==> src/sv/slp_pkg.sv <==
// Shared types, sizes and codes for the slot pool block.
`default_nettype none

package slp_pkg;

	localparam int SLOTS   = 128;
	localparam int GROUPS  = 256;
	localparam int SLOT_W  = $clog2(SLOTS);
	localparam int LINK_W  = $clog2(SLOTS + 1);
	localparam int GROUP_W = $clog2(GROUPS);
	localparam int MODE_W  = 2;

	localparam logic [LINK_W-1:0] NONE_SLOT = LINK_W'(SLOTS);

	localparam logic [MODE_W-1:0] MODE_INIT    = 2'd0;
	localparam logic [MODE_W-1:0] MODE_ALLOC   = 2'd1;
	localparam logic [MODE_W-1:0] MODE_RELEASE = 2'd2;
	localparam logic [MODE_W-1:0] MODE_MOVE    = 2'd3;

	typedef struct packed {
		logic [MODE_W-1:0]  mode;
		logic [SLOT_W-1:0]  slot_index;
		logic [GROUP_W-1:0] group_index;
	} req_t;

	typedef struct packed {
		logic [LINK_W-1:0] slot_result;
		logic              status;
		logic [LINK_W-1:0] active_head;
	} rsp_t;

	// datapath micro-operations, one per cycle
	typedef enum logic [3:0] {
		OP_NOP,
		OP_LATCH,
		OP_INIT,
		OP_ALLOC_FAIL,
		OP_ALLOC_RD,
		OP_ALLOC_WR,
		OP_SLOT_RD,
		OP_HEAD_HIT,
		OP_HEAD_READ,
		OP_WALK_HIT,
		OP_WALK_NEXT,
		OP_G_RD,
		OP_REL_FIN,
		OP_MV_RD,
		OP_MV_WR,
		OP_LOAD
	} dp_op_t;

	typedef struct packed {
		dp_op_t op;
		logic   grp;    // walk ops: 1 = group list, 0 = active list
	} dp_cmd_t;

	typedef struct packed {
		logic [MODE_W-1:0] mode;
		logic              slot_ok;
		logic              free_none;
		logic              head_is_s;
		logic              head_none;
		logic              d_is_s;
		logic              d_none;
		logic              steps_full;
	} dp_stat_t;

endpackage

`default_nettype wire

==> src/sv/slp_ctrl.sv <==
// Controller: sequences each mode as datapath micro-operations.
`default_nettype none

module slp_ctrl (
	input  wire logic              clk,
	input  wire logic              arst_n,
	input  wire logic              req_valid,
	input  wire slp_pkg::req_t     req,
	output logic                   req_stall,
	output logic                   rsp_valid,
	input  wire logic              rsp_stall,
	input  wire slp_pkg::dp_stat_t stat,
	output slp_pkg::dp_cmd_t       cmd
);
	import slp_pkg::*;

	typedef enum logic [3:0] {
		ST_IDLE,
		ST_INIT,
		ST_AL_CHK,
		ST_AL_WR,
		ST_SLOT_RD,
		ST_A_HEAD,
		ST_A_WALK,
		ST_G_RD,
		ST_G_HEAD,
		ST_G_WALK,
		ST_FIN,
		ST_MV_WR,
		ST_DONE
	} state_t;

	state_t state_q, state_d;
	logic   stall_q;
	logic   rsp_valid_q;

	always_comb begin
		state_d  = state_q;
		cmd.op   = OP_NOP;
		cmd.grp  = 1'b0;
		case (state_q)
			ST_IDLE: begin
				if (req_valid) begin
					cmd.op = OP_LATCH;
					case (req.mode)
						MODE_INIT:  state_d = ST_INIT;
						MODE_ALLOC: state_d = ST_AL_CHK;
						default:    state_d = ST_SLOT_RD;
					endcase
				end
			end
			ST_INIT: begin
				cmd.op  = OP_INIT;
				state_d = ST_DONE;
			end
			ST_AL_CHK: begin
				if (stat.free_none) begin
					cmd.op  = OP_ALLOC_FAIL;
					state_d = ST_DONE;
				end else begin
					cmd.op  = OP_ALLOC_RD;
					state_d = ST_AL_WR;
				end
			end
			ST_AL_WR: begin
				cmd.op  = OP_ALLOC_WR;
				state_d = ST_DONE;
			end
			ST_SLOT_RD: begin
				if (!stat.slot_ok) begin
					state_d = ST_DONE;
				end else begin
					cmd.op  = OP_SLOT_RD;
					state_d = (stat.mode == MODE_RELEASE) ? ST_A_HEAD : ST_G_RD;
				end
			end
			ST_A_HEAD: begin
				if (stat.head_is_s) begin
					cmd.op  = OP_HEAD_HIT;
					state_d = ST_G_RD;
				end else if (stat.head_none) begin
					state_d = ST_G_RD;
				end else begin
					cmd.op  = OP_HEAD_READ;
					state_d = ST_A_WALK;
				end
			end
			ST_A_WALK: begin
				if (stat.d_is_s) begin
					cmd.op  = OP_WALK_HIT;
					state_d = ST_G_RD;
				end else if (stat.d_none || stat.steps_full) begin
					state_d = ST_G_RD;
				end else begin
					cmd.op  = OP_WALK_NEXT;
				end
			end
			ST_G_RD: begin
				cmd.op  = OP_G_RD;
				state_d = ST_G_HEAD;
			end
			ST_G_HEAD: begin
				cmd.grp = 1'b1;
				if (stat.head_is_s) begin
					cmd.op  = OP_HEAD_HIT;
					state_d = ST_FIN;
				end else if (stat.head_none) begin
					state_d = ST_FIN;
				end else begin
					cmd.op  = OP_HEAD_READ;
					state_d = ST_G_WALK;
				end
			end
			ST_G_WALK: begin
				cmd.grp = 1'b1;
				if (stat.d_is_s) begin
					cmd.op  = OP_WALK_HIT;
					state_d = ST_FIN;
				end else if (stat.d_none || stat.steps_full) begin
					state_d = ST_FIN;
				end else begin
					cmd.op  = OP_WALK_NEXT;
				end
			end
			ST_FIN: begin
				case (stat.mode)
					MODE_RELEASE: begin
						cmd.op  = OP_REL_FIN;
						state_d = ST_DONE;
					end
					MODE_MOVE: begin
						cmd.op  = OP_MV_RD;
						state_d = ST_MV_WR;
					end
					default: state_d = ST_DONE;
				endcase
			end
			ST_MV_WR: begin
				cmd.op  = OP_MV_WR;
				state_d = ST_DONE;
			end
			ST_DONE: begin
				if (!rsp_valid_q || !rsp_stall) begin
					cmd.op  = OP_LOAD;
					state_d = ST_IDLE;
				end
			end
			default: state_d = ST_IDLE;
		endcase
	end

	always_ff @(posedge clk or negedge arst_n) begin
		if (!arst_n) begin
			state_q     <= ST_IDLE;
			stall_q     <= 1'b0;
			rsp_valid_q <= 1'b0;
		end else begin
			state_q <= state_d;
			stall_q <= state_d != ST_IDLE;
			if (cmd.op == OP_LOAD) begin
				rsp_valid_q <= 1'b1;
			end else if (!rsp_stall) begin
				rsp_valid_q <= 1'b0;
			end
		end
	end

	assign req_stall = stall_q;
	assign rsp_valid = rsp_valid_q;

endmodule

`default_nettype wire

==> config.mk <==
export PLATFORM = sky130hd
export DESIGN_NAME = slp_ctrl
export DESIGN_NICKNAME = d
export VERILOG_FILES = /design/src/sv/slp_pkg.sv /design/src/sv/slp_ctrl.sv
export SDC_FILE = /design/constraint.sdc
export NUM_CORES = 1
export LEC_CHECK = 0
export BUFFER_PORTS_ARGS = -buffer_cell sky130_fd_sc_hd__buf_2
export CELL_PAD_IN_SITES_DETAIL_PLACEMENT = 0
export CELL_PAD_IN_SITES_GLOBAL_PLACEMENT = 1
export CORE_MARGIN = 10
export CORE_UTILIZATION = 35
export DETAILED_ROUTE_END_ITERATION = 8
export GPL_TIMING_DRIVEN = 0
export PLACE_DENSITY_LB_ADDON = 0.1
export SYNTH_ARGS = -nofsm -noshare
export SYNTH_HDL_FRONTEND = slang
export SYNTH_SLANG_ARGS = --single-unit
==> constraint.sdc <==
create_clock -name clk -period 2.3 [get_ports clk]
set_input_delay 0.46 -clock clk [delete_from_list [all_inputs] [get_ports clk]]
set_output_delay 0.46 -clock clk [all_outputs]
set_load 0.01 [all_outputs]
Word level (Yosys, flattened, before mapping):

Index checks and enable logic that the tools add are counted.

* bits in registers: 6
* output and inout bits: 7

* eq/ne operators: 17
* muxes and demuxes: 29
* reductions and logical operators: 11

Operators by type and width (count)
* 4-bit one-hot mux with 11 select lines: 2
* 4-bit 2-to-1 mux: 14
* 4-bit equality test (second input constant): 6
* 4-bit by 3-bit equality test with 1-bit output (second input constant): 4
* 3-bit 2-to-1 mux: 3
* 4-bit by 2-bit equality test with 1-bit output (second input constant): 2
* 4-bit one-hot mux with 2 select lines: 1
* 1-bit 2-to-1 mux: 6
* 3-bit one-hot mux with 2 select lines: 1
* 2-bit OR reduction: 3
* 2-bit equality test (second input constant): 2
* 4-bit by 1-bit equality test with 1-bit output (second input constant): 1
* 4-bit zero test: 1
* 2-bit 2-to-1 mux: 2
* 4-bit nonzero test: 1
* 3-bit OR reduction: 1
* 2-bit by 1-bit equality test with 1-bit output (second input constant): 1
* 1-bit zero test: 2
* 2-bit zero test: 1
* 1-bit logical OR: 2
* 2-bit by 1-bit != test with 1-bit output (second input constant): 1

Longest topological paths before layout:

* depth in word-level cells: 6
* depth in mapped cells: 6

Worst setup path after synthesis:

Ideal clock, no wire load.

* kind: register -> output
* start point: register state_q[0]
* end point: output port cmd[1] (netlist name)
* arrival: 1.283 ns
* setup slack: 0.557 ns
* stages on the path, launching flop included: 7
* cell sequence: dfrtp_1 -> buf_6 -> buf_6 -> or3b_1 -> a21oi_1 -> o2bb2ai_1 -> o211ai_1

RTL lines
* from (decl): line slp_ctrl.sv:33 `state_t state_q, state_d;`
* from (signal assigned): line slp_ctrl.sv:158 `state_q <= state_d;`
* to (decl): line slp_ctrl.sv:13 `output slp_pkg::dp_cmd_t cmd`

==> results.sh <==
export IMPL_status="finished, final reports clean"
export IMPL_drive_gt1_share_pct=28.2
export IMPL_synthSimpleGateAreaFrac_pct=39.3
export IMPL_drv_cap=0
export IMPL_grt_pass1_wl_um=4320
export IMPL_hold_viol_final=0
export IMPL_synth_largest_area_cell="dfrtp_1"
export IMPL_tns_ns=0
export IMPL_ctsHoldBuffers=0
export IMPL_seq_area_frac_synth_pct=18.0
export IMPL_die_h_um=68.8
export IMPL_ir_drop_uv=682
export IMPL_r2r_end="req_stall"
export IMPL_synth_area_leaders="dfrtp_1 18%, buf_6 6.8%, nand2b_1 4.5%"
export IMPL_syn_to_final_growth_pct=19.5
export IMPL_synthCells=107
export IMPL_synth_cell_types=47
export IMPL_skew_ns=0.00464
export IMPL_avgSynthCellArea_sq_um=7.79
export IMPL_place_port_buffers=21
export IMPL_syn_nets=137
export IMPL_grt_overflow_total=0
export IMPL_slew_headroom_pct=60.0
export IMPL_period_share_pct=95.0
export IMPL_final_core_util_pct=44.6
export IMPL_synth_top_family_by_area="simple AND/OR/NAND/NOR gates"
export IMPL_min_period_ns=2.18
export IMPL_worstPathArrival_ns=1.72
export IMPL_synth_edf_count=0
export IMPL_drt_iter0_markers=46
export IMPL_synth_yosys_warnings=0
export IMPL_grtUsageMet3_pct=3.22
export IMPL_drt_total_wl_um=2560
export IMPL_diodes=0
export IMPL_hp_class="in -> async"
export IMPL_cts_buffers=3
export IMPL_endpoint_kind="output pin"
export IMPL_io_pins=37
export IMPL_ctsResizeCount=0
export IMPL_grt_pass1_vias=871
export IMPL_synth_fa_ha_area_share_pct=0
export IMPL_synth_mux_area_share_pct=2.55
export IMPL_synth_xor_area_share_pct=0
export IMPL_grt_max_degree=11
export IMPL_clk_latency_ns=0.24
export IMPL_die_w_um=68.8
export IMPL_fin_cells=159
export IMPL_grt_util_met2_pct=18.8
export IMPL_dieArea_sq_mm=0.00473
export IMPL_start_kind="flop"
export IMPL_crit_required_ns=1.84
export IMPL_r2r_start="state_q[2]"
export IMPL_synth_most_common_cell="nand2_1"
export IMPL_clock_sinks=6
export IMPL_endpoint="cmd[2]"
export IMPL_core_sq_mm=0.00223
export IMPL_post_cts_setup_buffers=0
export IMPL_clock_fmax_mhz=458
export IMPL_first_pass_iters=4
export IMPL_via_per_inst=5.70
export IMPL_crit_fanout=10
export IMPL_cts_tree="done"
export IMPL_rows=17
export IMPL_ys_ff_latch=6
export IMPL_dp_cells=156
export IMPL_gp_congestion=0.840
export IMPL_h_tree_depth=1
export IMPL_leakagePower_nw=0.449
export IMPL_synth_compound_area_share_pct=28.7
export IMPL_grt_antenna_before_repair=0
export IMPL_path_class="reg -> out"
export IMPL_final_nets=163
export IMPL_start_util_pct=37.3
export IMPL_yosysTopAreaCellShare_pct=18.0
export IMPL_finalSetupViolCount=0
export IMPL_worstSetupStartpoint="state_q[0]"
export IMPL_worst_slew_pin_slew_ns=0.599
export IMPL_busiest_layer="met2"
export IMPL_clockRootBuffer="clkbuf_4"
export IMPL_rrSetupSlack_ns=0.75
export IMPL_hpwl_um=2040
export IMPL_syn_area_sq_um=833
export IMPL_avgRoutedWirePerCell_um=16.1
export IMPL_cts_max_path_buffers=2
export IMPL_grtUsageMet1_pct=15.5
export IMPL_clk_pin_slew_ns=0.05
export IMPL_postRouteAntennaNets=0
export IMPL_drc=0
export IMPL_synth_common_cells="9 x nand2_1, 8 x nor2_1, 7 x nand3_1"
export IMPL_reg2reg_depth=6
export IMPL_rsz0062_at_grt="no"
export IMPL_slew_violations=0
export IMPL_vias=907
export IMPL_grt_use_total_pct=11.6
export IMPL_synthFlopType="dfrtp_1"
export IMPL_synthArstFlopShare_pct=100
export IMPL_cellPowerDensity_mw_per_mm2=1300
metrics by stage:
stage | power [mW] | hold WS [ns] | instance area, sq um | setup slack (ns)
floorplan | 0.930 | 0.164 | 833 | 0.557
finish | 1.29 | 0.0313 | 996 | 0.116
global placement | 1.21 | 0.285 | 973 | 0.282
detailed placement | 1.20 | 0.290 | 973 | 0.234
global route | 1.43 | 0.0260 | 996 | 0.0272
CTS | 1.30 | 0.0269 | 996 | 0.0883
layer usage:
metal / part of all wire, % / routed length (um)
met5: 0 / 0
met2: 48 / 1230
met4: 0 / 0
met1: 47 / 1200
met3: 5.2 / 133
cells in the final DEF (no fill, tap or decap), types with 2 or more instances in the layout:
cell type	n
a21o_1	3
a21oi_1	4
a32oi_1	2
and3_1	3
buf_2	22
buf_4	3
buf_6	5
clkbuf_4	3
dfrtp_1	6
inv_1	2
nand2_1	9
nand2b_1	6
nand3_1	7
nand3b_1	2
nor2_1	8
nor2b_1	4
nor3_1	4
nor3b_1	2
o211ai_1	2
o21a_1	2
o21ai_0	2
o21ai_1	2
o21bai_1	3
logic make-up after synthesis:
kind of cell	Yosys count
buffers and inverters	12
AO/OA/AOI/OAI	31
multiplexers	2
flip-flops	6
AND/OR/NAND/NOR	56
area by class of cell:
cell class              instances  area (sq um)
well taps                      28          35.0
fillers                       239          1240
inverters                       3          11.3
flip-flops and latches          6           150
repair buffers                 21           105
clock buffers                   3          22.5
multi-input cells              89           588
plain buffers                   9          83.8
sequential cells by signal, summed over array words and instances (netlist names):
| register | count |
|---|---|
| req_stall | 1 |
| state_q | 4 |
| rsp_valid | 1 |
worst max-delay path, stage by stage, from the launching register on:
cell	delay (ns)
dfrtp_1	0.36
buf_6	0.14
buf_6	0.14
or3b_1	0.34
a21oi_1	0.16
o2bb2ai_1	0.10
o311ai_1	0.08
buf_2	0.18
power by group:
group	total, mW	internal [mW]	switching (mW)
registers	0.185	0.153	0.0317
logic	1.01	0.452	0.561
clock network	0.0944	0.0589	0.0356
total	1.29	0.664	0.628
how the worst min path moves through the flow:
stage                       from    endpoint  slack (ns)  cells past startpoint
after detailed placement  arst_n  state_q[3]        0.29                      1
after CTS                 arst_n  state_q[3]        0.03                      1
final                     arst_n  state_q[3]        0.03                      1
after global routing      arst_n  state_q[3]        0.03                      1
after global placement    arst_n  state_q[3]        0.29                      1
after floorplan           arst_n   req_stall        0.16                      0
Power figures use the tool's default switching activity.
